===== config.mk =====
export PLATFORM = sky130hd
export DESIGN_NAME = sorted_key_record_table_core
export DESIGN_NICKNAME = d
export VERILOG_FILES = /design/src/hw/rtl/skrt_pkg.sv /design/src/hw/rtl/skrt_mem.sv /design/src/hw/rtl/skrt_ctrl.sv /design/src/hw/rtl/sorted_key_record_table_core.sv
export VERILOG_INCLUDE_DIRS = /design/src /design/src/hw/rtl
export SDC_FILE = /design/constraint.sdc
export NUM_CORES = 2
export LEC_CHECK = 0
export ABC_AREA = 1
export BUFFER_PORTS_ARGS = -buffer_cell sky130_fd_sc_hd__buf_2
export CORE_UTILIZATION = 50
export CTS_BUF_LIST = sky130_fd_sc_hd__clkbuf_8 sky130_fd_sc_hd__clkbuf_16
export DETAILED_ROUTE_END_ITERATION = 12
export PLACE_DENSITY_LB_ADDON = 0.15
export SLEW_MARGIN = 20
export SYNTH_ARGS = -nofsm -noshare
export SYNTH_HDL_FRONTEND = slang
export SYNTH_SLANG_ARGS = --single-unit

===== constraint.sdc =====
create_clock -name clock -period 8.75 [get_ports clock]
set_input_delay 0.875 -clock clock [delete_from_list [all_inputs] [get_ports clock]]
set_output_delay 0.875 -clock clock [all_outputs]
set_load 0.1 [all_outputs]

===== src/hw/rtl/assert_macros.svh =====
// Assertion macros shared by the RTL of the sorted key record table.
// No dependencies; files that assert include this header.
`ifndef ASSERT_MACROS_SVH
`define ASSERT_MACROS_SVH

// Concurrent check sampled on the rising clock edge, ignored while in reset.
`define SKRT_ASSERT(lbl, prop) \
   lbl: assert property (@(posedge clock) disable iff (reset) prop) \
      else $error("skrt check failed");

// Implication check: when the condition holds, the consequence holds too.
`define SKRT_ASSERT_IMP(lbl, cond, conseq) \
   lbl: assert property (@(posedge clock) disable iff (reset) (cond) |-> (conseq)) \
      else $error("skrt implication failed");

`endif


===== src/hw/rtl/skrt_pkg.sv =====
// Package of the sorted key record table: record type, codes and sizes.
// Used by skrt_mem, skrt_ctrl and sorted_key_record_table_core.
`timescale 1ns / 1ps

package skrt_pkg;

   localparam int DEFAULT_DEPTH = 16;

   typedef enum logic [1:0] {
      OP_INSERT    = 2'd0,
      OP_DELETE    = 2'd1,
      OP_FIND_KEY  = 2'd2,
      OP_FIND_TOTAL = 2'd3
   } op_type;

   typedef enum logic [2:0] {
      ST_INSERTED  = 3'd0,
      ST_DUPLICATE = 3'd1,
      ST_DELETED   = 3'd2,
      ST_NOT_FOUND = 3'd3,
      ST_FOUND     = 3'd4,
      ST_FULL      = 3'd5
   } status_type;

   typedef struct packed {
      logic [11:0] total;
      logic [9:0]  c;
      logic [9:0]  b;
      logic [9:0]  a;
      logic [31:0] key;
   } rec_type;

   typedef enum logic [2:0] {
      S_IDLE,
      S_SCAN_RD,
      S_SCAN_CHK,
      S_SHIFT_RD,
      S_SHIFT_WR,
      S_PUT,
      S_DEL_RD,
      S_DEL_WR
   } state_type;

endpackage


===== src/hw/rtl/skrt_mem.sv =====
// Record memory of the sorted key record table: one write port and one
// read port with registered read data. Depends on skrt_pkg.
`timescale 1ns / 1ps

module skrt_mem
   import skrt_pkg::*;
#(
   parameter int DEPTH = DEFAULT_DEPTH
) (
   input  logic                     clock,
   input  logic                     we,
   input  logic [$clog2(DEPTH)-1:0] waddr,
   input  rec_type                  wdata,
   input  logic [$clog2(DEPTH)-1:0] raddr,
   output rec_type                  rdata
);

   rec_type mem [DEPTH];
   rec_type rdata_ff;

   always_ff @(posedge clock) begin
      if (we) begin
         mem[waddr] <= wdata;
      end
      rdata_ff <= mem[raddr];
   end

   assign rdata = rdata_ff;

endmodule


===== src/hw/rtl/skrt_ctrl.sv =====
// Sequencer of the sorted key record table: scans, shifts and writes back
// records through the record memory and holds the result word. Depends on skrt_pkg.
`timescale 1ns / 1ps

module skrt_ctrl
   import skrt_pkg::*;
#(
   parameter int DEPTH = DEFAULT_DEPTH
) (
   input  logic                     clock,
   input  logic                     reset,
   input  logic                     req_tvalid,
   output logic                     req_tready,
   input  logic [79:0]              req_tdata,
   input  logic [1:0]               req_tuser,
   output logic                     rsp_tvalid,
   input  logic                     rsp_tready,
   output logic [87:0]              rsp_tdata,
   output logic [2:0]               rsp_tuser,
   output logic                     rsp_tlast,
   output logic                     mem_we,
   output logic [$clog2(DEPTH)-1:0] mem_waddr,
   output rec_type                  mem_wdata,
   output logic [$clog2(DEPTH)-1:0] mem_raddr,
   input  rec_type                  mem_rdata
);

   localparam int AW = $clog2(DEPTH);
   localparam int CW = $clog2(DEPTH + 1);
   localparam logic [CW-1:0] FULL_COUNT = CW'(DEPTH);

   state_type state_ff, state_in;
   op_type op_ff, op_in;
   rec_type new_ff, new_in;
   logic [11:0] want_ff, want_in;
   logic [CW-1:0] idx_ff, idx_in, pos_ff, pos_in, cnt_ff, cnt_in;
   logic pend_ff, pend_in;
   rec_type pend_rec_ff, pend_rec_in;
   logic [CW-1:0] pend_slot_ff, pend_slot_in;
   logic rsp_valid_ff, rsp_valid_in;
   logic [87:0] rsp_data_ff, rsp_data_in;
   logic [2:0] rsp_user_ff, rsp_user_in;
   logic rsp_last_ff, rsp_last_in;

   logic out_free, emit, e_last;
   status_type e_status;
   logic [CW-1:0] e_slot, e_entries, idx_dec;
   rec_type e_rec, zero_rec;

   assign out_free = !rsp_valid_ff || rsp_tready;
   assign idx_dec  = idx_ff - 1'b1;
   assign zero_rec = '0;

   always_ff @(posedge clock) begin
      if (reset) begin
         state_ff     <= S_IDLE;
         cnt_ff       <= '0;
         rsp_valid_ff <= 1'b0;
         pend_ff      <= 1'b0;
      end else begin
         state_ff     <= state_in;
         cnt_ff       <= cnt_in;
         rsp_valid_ff <= rsp_valid_in;
         pend_ff      <= pend_in;
      end
      op_ff        <= op_in;
      new_ff       <= new_in;
      want_ff      <= want_in;
      idx_ff       <= idx_in;
      pos_ff       <= pos_in;
      pend_rec_ff  <= pend_rec_in;
      pend_slot_ff <= pend_slot_in;
      rsp_data_ff  <= rsp_data_in;
      rsp_user_ff  <= rsp_user_in;
      rsp_last_ff  <= rsp_last_in;
   end

   always_comb begin
      state_in     = state_ff;
      op_in        = op_ff;
      new_in       = new_ff;
      want_in      = want_ff;
      idx_in       = idx_ff;
      pos_in       = pos_ff;
      cnt_in       = cnt_ff;
      pend_in      = pend_ff;
      pend_rec_in  = pend_rec_ff;
      pend_slot_in = pend_slot_ff;
      req_tready   = 1'b0;
      mem_we       = 1'b0;
      mem_waddr    = idx_ff[AW-1:0];
      mem_wdata    = mem_rdata;
      mem_raddr    = idx_ff[AW-1:0];
      emit         = 1'b0;
      e_status     = ST_NOT_FOUND;
      e_slot       = '0;
      e_rec        = zero_rec;
      e_last       = 1'b1;
      case (state_ff)
         S_IDLE: begin
            req_tready = 1'b1;
            if (req_tvalid) begin
               op_in         = op_type'(req_tuser);
               new_in.key    = req_tdata[31:0];
               new_in.a      = req_tdata[41:32];
               new_in.b      = req_tdata[51:42];
               new_in.c      = req_tdata[61:52];
               new_in.total  = 12'(req_tdata[41:32]) + 12'(req_tdata[51:42])
                               + 12'(req_tdata[61:52]);
               want_in       = req_tdata[73:62];
               idx_in        = '0;
               pend_in       = 1'b0;
               state_in      = S_SCAN_RD;
            end
         end
         S_SCAN_RD: begin
            if (idx_ff == cnt_ff) begin
               if (op_ff == OP_INSERT && cnt_ff != FULL_COUNT) begin
                  pos_in   = cnt_ff;
                  state_in = S_PUT;
               end else if (out_free) begin
                  emit     = 1'b1;
                  state_in = S_IDLE;
                  if (op_ff == OP_INSERT) begin
                     e_status = ST_FULL;
                  end else if (op_ff == OP_FIND_TOTAL && pend_ff) begin
                     e_status = ST_FOUND;
                     e_slot   = pend_slot_ff;
                     e_rec    = pend_rec_ff;
                  end
               end
            end else begin
               state_in = S_SCAN_CHK;
            end
         end
         S_SCAN_CHK: begin
            if (op_ff == OP_FIND_TOTAL) begin
               if (mem_rdata.total != want_ff) begin
                  idx_in   = idx_ff + 1'b1;
                  state_in = S_SCAN_RD;
               end else if (!pend_ff || out_free) begin
                  emit         = pend_ff;
                  e_status     = ST_FOUND;
                  e_slot       = pend_slot_ff;
                  e_rec        = pend_rec_ff;
                  e_last       = 1'b0;
                  pend_in      = 1'b1;
                  pend_rec_in  = mem_rdata;
                  pend_slot_in = idx_ff;
                  idx_in       = idx_ff + 1'b1;
                  state_in     = S_SCAN_RD;
               end
            end else if (mem_rdata.key == new_ff.key) begin
               if (op_ff == OP_DELETE) begin
                  pend_rec_in = mem_rdata;
                  pos_in      = idx_ff;
                  idx_in      = idx_ff + 1'b1;
                  state_in    = S_DEL_RD;
               end else if (out_free) begin
                  emit     = 1'b1;
                  e_status = (op_ff == OP_INSERT) ? ST_DUPLICATE : ST_FOUND;
                  e_slot   = idx_ff;
                  e_rec    = mem_rdata;
                  state_in = S_IDLE;
               end
            end else if (mem_rdata.key > new_ff.key) begin
               if (op_ff == OP_INSERT && cnt_ff != FULL_COUNT) begin
                  pos_in   = idx_ff;
                  idx_in   = cnt_ff;
                  state_in = S_SHIFT_RD;
               end else if (out_free) begin
                  emit     = 1'b1;
                  e_status = (op_ff == OP_INSERT) ? ST_FULL : ST_NOT_FOUND;
                  state_in = S_IDLE;
               end
            end else begin
               idx_in   = idx_ff + 1'b1;
               state_in = S_SCAN_RD;
            end
         end
         S_SHIFT_RD: begin
            mem_raddr = idx_dec[AW-1:0];
            state_in  = (idx_ff == pos_ff) ? S_PUT : S_SHIFT_WR;
         end
         S_SHIFT_WR: begin
            mem_we   = 1'b1;
            idx_in   = idx_dec;
            state_in = S_SHIFT_RD;
         end
         S_PUT: begin
            if (out_free) begin
               mem_we    = 1'b1;
               mem_waddr = pos_ff[AW-1:0];
               mem_wdata = new_ff;
               cnt_in    = cnt_ff + 1'b1;
               emit      = 1'b1;
               e_status  = ST_INSERTED;
               e_slot    = pos_ff;
               e_rec     = new_ff;
               state_in  = S_IDLE;
            end
         end
         S_DEL_RD: begin
            if (idx_ff == cnt_ff) begin
               if (out_free) begin
                  cnt_in   = cnt_ff - 1'b1;
                  emit     = 1'b1;
                  e_status = ST_DELETED;
                  e_slot   = pos_ff;
                  e_rec    = pend_rec_ff;
                  state_in = S_IDLE;
               end
            end else begin
               state_in = S_DEL_WR;
            end
         end
         S_DEL_WR: begin
            mem_we    = 1'b1;
            mem_waddr = idx_dec[AW-1:0];
            idx_in    = idx_ff + 1'b1;
            state_in  = S_DEL_RD;
         end
         default: begin
            state_in = S_IDLE;
         end
      endcase
   end

   assign e_entries = cnt_in;

   always_comb begin
      rsp_valid_in = rsp_valid_ff && !rsp_tready;
      rsp_data_in  = rsp_data_ff;
      rsp_user_in  = rsp_user_ff;
      rsp_last_in  = rsp_last_ff;
      if (emit) begin
         rsp_valid_in = 1'b1;
         rsp_user_in  = e_status;
         rsp_last_in  = e_last;
         rsp_data_in  = {1'b0, 7'(e_entries), e_rec.total, e_rec.c, e_rec.b, e_rec.a,
                         e_rec.key, 6'(e_slot)};
      end
   end

   assign rsp_tvalid = rsp_valid_ff;
   assign rsp_tdata  = rsp_data_ff;
   assign rsp_tuser  = rsp_user_ff;
   assign rsp_tlast  = rsp_last_ff;

`include "assert_macros.svh"

   `SKRT_ASSERT(a_fill_bound, cnt_ff <= FULL_COUNT)
   `SKRT_ASSERT_IMP(a_write_states, mem_we, state_ff == S_SHIFT_WR || state_ff == S_DEL_WR || state_ff == S_PUT)
   `SKRT_ASSERT_IMP(a_count_moves_on_result, cnt_ff != $past(cnt_ff), rsp_valid_ff && rsp_last_ff)

endmodule


===== src/hw/rtl/sorted_key_record_table_core.sv =====
// Sorted key record table: a record memory and the sequencer that runs it.
// Depends on skrt_pkg, skrt_mem and skrt_ctrl.
`timescale 1ns / 1ps

// Holds up to DEPTH records in ascending key order in one memory with a
// registered read. One word is handled at a time. Every operation first scans
// the stored keys slot by slot, reading each slot and then checking it, until
// it meets the key, a larger one or the end (find by total scans all records).
// An insert then moves each larger record up one slot and a delete moves each
// later record down, each move a read and then a write. Find by total
// delivers one word per match, or one not-found word if none match; a word
// that waits on the output stalls the scan.

module sorted_key_record_table_core
   import skrt_pkg::*;
#(
   parameter int DEPTH = DEFAULT_DEPTH
) (
   input  logic        clock,
   input  logic        reset,
   input  logic        req_tvalid,
   output logic        req_tready,
   // key, score_a, score_b, score_c, wanted_total, zero pad
   input  logic [79:0] req_tdata,
   // op
   input  logic [1:0]  req_tuser,
   output logic        rsp_tvalid,
   input  logic        rsp_tready,
   // slot, found_key, found_a, found_b, found_c, found_total, entries, zero pad
   output logic [87:0] rsp_tdata,
   // status
   output logic [2:0]  rsp_tuser,
   output logic        rsp_tlast
);

   logic                     mem_we;
   logic [$clog2(DEPTH)-1:0] mem_waddr;
   logic [$clog2(DEPTH)-1:0] mem_raddr;
   rec_type                  mem_wdata;
   rec_type                  mem_rdata;

   skrt_mem #(.DEPTH(DEPTH)) u_mem (
      .clock (clock),
      .we    (mem_we),
      .waddr (mem_waddr),
      .wdata (mem_wdata),
      .raddr (mem_raddr),
      .rdata (mem_rdata)
   );

   skrt_ctrl #(.DEPTH(DEPTH)) u_ctrl (
      .clock      (clock),
      .reset      (reset),
      .req_tvalid (req_tvalid),
      .req_tready (req_tready),
      .req_tdata  (req_tdata),
      .req_tuser  (req_tuser),
      .rsp_tvalid (rsp_tvalid),
      .rsp_tready (rsp_tready),
      .rsp_tdata  (rsp_tdata),
      .rsp_tuser  (rsp_tuser),
      .rsp_tlast  (rsp_tlast),
      .mem_we     (mem_we),
      .mem_waddr  (mem_waddr),
      .mem_wdata  (mem_wdata),
      .mem_raddr  (mem_raddr),
      .mem_rdata  (mem_rdata)
   );

endmodule

# Yosys cells after proc, flatten, opt, wreduce, memory -nomap -nowiden

Memory sizes are Yosys's and may differ from the RTL's. A register that Yosys moved wholly into a read port is not among the register bits.
Index checks and enable logic that the tools add are counted.

RAM bits: 1,184
Output and inout bits: 94
Input port bits: 86
Word-level logic and storage cells: 201
Register bits after elaboration: 275
Memories: 1

Memories:

| memory    | depth | width | rd ports | clocked after memory_dff | write ports | RTL line       | text |
|---|---|---|---|---|---|---|---|
| u_mem.mem | 16    | 74    | 1        | 1                        | 1           | skrt_mem.sv:18 | `rec_type mem [DEPTH];` |

Mux-type cells: 115
Order comparisons: 1
Bitwise logic cells: 3
Reduce and logical (&&, ||, !) cells: 24
Equality and inequality tests: 29
Add/sub/neg operators: 6

Operator list:

| kind                                                                     | count |
|---|---|
| 74-bit two-way mux                                                       | 21 |
| 74-bit one-hot mux with 4 select lines                                   | 1 |
| 5-bit two-way mux                                                        | 30 |
| 3-bit two-way mux                                                        | 29 |
| 5-bit one-hot mux with 4 select lines                                    | 2 |
| 32-bit equality test                                                     | 1 |
| 32-bit greater-than comparator                                           | 1 |
| 3-bit one-hot mux with 8 select lines                                    | 1 |
| 1-bit two-way mux                                                        | 21 |
| 5-bit one-hot mux with 2 select lines                                    | 2 |
| 5-bit AND reduction                                                      | 3 |
| 12-bit by 10-bit adder with 12-bit output                                | 1 |
| 3-bit equality test (second input constant)                              | 4 |
| 12-bit inequality test                                                   | 1 |
| 3-bit one-hot mux with 4 select lines                                    | 1 |
| 10-bit by 10-bit adder with 11-bit output                                | 1 |
| 5-bit by 1-bit adder with 5-bit output (second input constant)           | 2 |
| 5-bit equality test                                                      | 2 |
| 2-bit inequality test (second input constant)                            | 5 |
| 5-bit by 1-bit subtractor with 5-bit output (second input constant)      | 2 |
| 4-bit two-way mux                                                        | 2 |
| 2-bit by 1-bit inequality test with 1-bit output (second input constant) | 4 |
| 4-bit one-hot mux with 2 select lines                                    | 1 |
| 2-bit nonzero test                                                       | 4 |
| 25 further kinds                                                         | 36 |

# Depth between registers and ports, before layout

Depth after elaboration: 9
Mapped depth: 19

# Cells and area by module

From an unflattened synthesis, not the netlist that was laid out.

Cell total of the unflattened synthesis: 6,194
Area total of the unflattened synthesis: 66,470.0 um2

Modules (own cells, without submodules):

| module    | area an instance (um2) | seq. area each (um2) | times used | cells each |
|---|---|---|---|---|
| skrt_mem  | 52,396.5               | 37,035.5             | 1          | 4,864 |
| skrt_ctrl | 14,073.5               | 8,157.8              | 1          | 1,330 |

# Worst setup path before layout

Ideal clock, no wire load.

Kind: register to register
From: reg u_ctrl.new_ff[23] (netlist bit)
To: reg u_ctrl.pend_rec_ff[0] (netlist bit) (enable)
Data required time: 8.152 ns
Slack: 1.666 ns
Cell stages (with the launch flop): 11
Arrival: 6.486 ns
Setup time: 0.598 ns
Cells stage by stage: edfxtp_1 > inv_1 > ha_1 > nand2_1 > nor2_1 > nand2_1 > nor3_2 > nand2_1 > inv_1 > nor2_1 > nor3_1

Word-level cells in the longest chain between the ends: 3

Ends and longest elaborated chain:

| item                          | RTL line         | text |
|---|---|---|
| from (decl)                   | skrt_ctrl.sv:34  | `rec_type new_ff, new_in;` |
| from (signal assigned)        | skrt_ctrl.sv:67  | `new_ff <= new_in;` |
| 32-bit equality test          | skrt_ctrl.sv:153 | `end else if (mem_rdata.key == new_ff.key) begin` |
| 2-bit nonzero test (no line)  | --               |  |
| 5-bit AND reduction (no line) | --               |  |
| to (signal assigned)          | skrt_ctrl.sv:71  | `pend_rec_ff <= pend_rec_in;` |
| to (decl)                     | skrt_ctrl.sv:38  | `rec_type pend_rec_ff, pend_rec_in;` |

Every way passes these cells.
A chain may end at the register's enable or synchronous reset.

# Worst setup path in the final report

From: reg u_ctrl.state_ff[1]
To: mem u_mem.mem[14][54] (netlist bit) (enable)

Word-level cells in the longest chain between the ends: 5

Ends and longest elaborated chain:

| item                                    | RTL line        | text |
|---|---|---|
| from (decl)                             | skrt_ctrl.sv:32 | `state_type state_ff, state_in;` |
| from (signal assigned)                  | skrt_ctrl.sv:61 | `state_ff <= state_in;` |
| 3-bit equality test                     | skrt_ctrl.sv:99 | `case (state_ff)` |
| 2-bit OR reduction (no line)            | --              |  |
| 1-bit one-hot mux with 2 select lines   | skrt_ctrl.sv:99 |  |
| 1-bit two-way mux                       | skrt_mem.sv:22  | `if (we) begin` |
| 1-bit two-way mux (not written as such) | skrt_mem.sv:23  | `mem[waddr] <= wdata;` |
| to (decl)                               | skrt_mem.sv:18  |  |

Parallel ways exist; a longest one is shown, timed or not.

==> impl_metrics.json <==
{
  "status": "finished, final reports clean",
  "die_h_um": 352,
  "reg2reg_slack_ns": 4.14,
  "worst_ep_required_time_ns": 9.13,
  "dr_total_vias": 38629,
  "tightest_slew_ns": 1.17,
  "start_kind": "register",
  "clock-sinks": 1533,
  "grt.total_usage_pct": 25.8,
  "clock_latency_ns": 0.78,
  "rows": 127,
  "syn_to_final_growth_pct": 11.9,
  "cts_tree": "done",
  "cp_data_arrival_time_ns": 4.99,
  "dp_hpwl_mm": 81.2,
  "synth.avg_cell_area_um2": 13.2,
  "nets": 4882,
  "final_antenna_net_count": 0,
  "die_area_mm2": 0.124,
  "reg2reg_depth": 11,
  "async_flop_share_pct": 0,
  "syn_inst": 4637,
  "skew_ns": 0.0346,
  "fmax_mhz": 217,
  "holdPathStages": 1,
  "globalplace.congestion": 0.844,
  "finalCriticalPeriod_ns": 4.61,
  "worstPathMaxFanout": 49,
  "start_util_pct": 50.7,
  "relSlewSlack_pct": 22.0,
  "clockBufferDepth": 3,
  "min_to": "u_ctrl.new_ff[29]",
  "post_cts_resized": 0,
  "hold_class": "primary input to register",
  "antenna_found_initial": 0,
  "yosysSeqAreaShare_pct": 73.9,
  "tns_ns": 0,
  "syn-cell-area_mm2": 0.0611,
  "drv_cap": 0,
  "crit_path_max_incr_delay_ns": 0.80,
  "wl_mm": 160,
  "r2r-end": "u_mem.mem[14][54]",
  "die_x_um": 352,
  "grt_pass1_vias": 36610,
  "drt-pass1-iter-count": 5,
  "leakage_nw": 23.6,
  "clock-root-buffer": "clkbuf_16",
  "maxSlewViolCount": 0,
  "cts_hold_buf": 0,
  "peakVddDrop_mv": 0.376,
  "path_clk_slew_ns": 0.06,
  "numCtsBuffers": 157,
  "portBuffers": 169,
  "cts_setup_buffers": 0,
  "cp-end-kind": "register",
  "ys_warn_count": 0,
  "multi_input_area_mm2": 0.0142,
  "drive_above_1_share_pct": 11.2,
  "boundaryPins": 180,
  "synth_enable_flop_cells": 1449,
  "synth_seq_cells": 1533,
  "nFillCells": 9708,
  "critPathSlowestCell": "buf_4",
  "drtIter0Drc": 4017,
  "grt_remaining_overflow": 0,
  "grt_pass1_wl_mm": 235,
  "setup_violations": 0,
  "core_mm2": 0.121,
  "synthDistinctLibCells": 47,
  "power.density_mw_per_mm2": 338,
  "worstHoldStart": "req_tdata[29]",
  "r2r_start": "u_ctrl.state_ff[1]",
  "rsz0062_at_grt": "no",
  "critPathKind": "register to register",
  "vias_per_cell": 5.96,
  "synthFlopType": "edfxtp_1",
  "regArea_mm2": 0.0452,
  "fin_crit_sh_pct": 52.7,
  "hold_violations": 0,
  "cp_cell_sequence": "inv_1 > ha_1 > nand2_1 > nor2_4 > inv_4 > nor2_1 > nor3_1 > nand2_1 > nor2_4 > buf_4 > buf_4",
  "cts_max_level": 4,
  "grt_max_degree": 292,
  "wire_per_inst_um": 24.8,
  "drc": 0,
  "total_power_mw": 23.1
}
-- where the power goes --
group | internal [mW] | total, mW | leakage (nW) | switching [mW]
clock | 3.83 | 6.63 | 2.69 | 2.80
combinational | 1.69 | 6.72 | 7.02 | 5.02
sequential | 9.43 | 9.76 | 13.9 | 0.325
total | 15.0 | 23.1 | 23.6 | 8.14
-- cell usage in the layout (no fill, tap or decap), types with 11 or more instances in the layout --
master,count
buf_2,169
nand3_1,214
xor2_1,25
inv_1,139
o22ai_1,108
clkinv_2,31
o211ai_1,110
o221ai_1,192
edfxtp_1,1449
dfxtp_1,84
o21ai_1,123
a21oi_1,54
o21ai_0,580
nor2_4,22
buf_4,66
bufinv_16,12
nand2_1,454
nor3_1,13
clkbuf_8,13
ha_1,62
clkbuf_16,162
clkinv_1,26
nor2_1,652
inv_2,11
-- registers in the layout, summed over array words and instances, names as in the netlist --
signal	cells
u_ctrl.rsp_tdata	84
u_mem.rdata	74
u_ctrl.rsp_tuser	3
u_ctrl.state_ff	3
u_ctrl.pend_slot_ff	5
u_ctrl.pend_ff	1
u_ctrl.new_ff	74
u_ctrl.rsp_tlast	1
u_mem.mem	1184
u_ctrl.op_ff	2
u_ctrl.pos_ff	5
u_ctrl.pend_rec_ff	74
u_ctrl.idx_ff	5
u_ctrl.cnt_ff	5
u_ctrl.want_ff	12
u_ctrl.rsp_tvalid	1
-- worst max-delay path by stage --
stage                             from                     to  slack [ns]  cells after the start
finish              u_ctrl.state_ff[1]      u_mem.mem[14][54]        4.14                     11
global route        u_ctrl.state_ff[1]      u_mem.mem[14][59]        3.91                     11
CTS                 u_ctrl.state_ff[1]      u_mem.mem[14][62]        4.17                     11
detailed placement          rsp_tready      u_mem.mem[14][59]        3.77                     10
global placement            rsp_tready      u_mem.mem[14][57]        3.81                     11
floorplan            u_ctrl.new_ff[23]  u_ctrl.pend_rec_ff[0]        1.67                     10
-- through the flow --
stage                     util (%)  setup WS, ns  hold WS [ns]  std cells  instance area [um^2]
after floorplan                  -          1.67         0.424       4640                 61200
after global placement        52.5          3.81         0.436       6185                 63300
after detailed placement      52.5          3.77         0.441       6185                 63300
after CTS                     56.7          4.17         0.235       6476                 68400
after global routing          56.7          3.91         0.257       6476                 68400
final                         56.7          4.14         0.285       6477                 68400
-- layer usage --
layer  track usage [%]  vias up  part of all wire (%)
li1                  -    17512                     -
met2              42.3     1508                    48
met3              3.42      261                   6.8
met5                 0        -                     0
met1              35.9    19348                    42
met4              8.37        0                   2.6
-- cells by family after synthesis --
kind of cell / count (synthesis) / synth area share, %
DFF: 1533 / 73.9
and+or+nand+nor: 1383 / 9.21
AOI/OAI and AO/OA: 1195 / 11.8
buffers and inverters: 426 / 3.20
adders and majority gates: 64 / 1.33
xor gates and xnor gates: 35 / 0.501
other: 1 / 0.00613
-- synthesized netlist by cell type (8+ instances only) --
library cell  count  area [um^2]
a21oi_1          54          270
buf_1            11         41.3
buf_2           140          701
buf_4            15          113
buf_6            11          124
clkbuf_1        104          390
clkbuf_2         22          110
dfxtp_1          84         1680
edfxtp_1       1449        43500
ha_1             62          776
inv_1           106          398
inv_2            13         48.8
nand2_1         454         1700
nand3_1         214         1070
nand3_2           8         80.1
nor2_1          670         2510
nor3_1           14         70.1
o211ai_1        110          826
o21ai_0         581         2910
o21ai_1         123          616
o221ai_1        192         1680
o22ai_1         108          676
xnor2_1          10         87.6
xor2_1           25          219
-- worst max-delay path: cells and delay by family, from the launching register on --
kind / cells / cell delay (ns)
flops: 1 / 0.40
simple gates: 6 / 1.27
fa+ha+maj: 1 / 0.21
buf+inv: 4 / 2.26
-- layout make-up --
cell class,count,share of cell area [%]
clock buffer,175,6.19
sequential,1533,66.1
timing repair buffer,237,2.02
inverter,122,0.744
tap,1612,2.95
antenna,1,0.00366
multi-input combinational,2681,20.7
clock inverter,116,1.34
(Power assumes the default switching activity.)
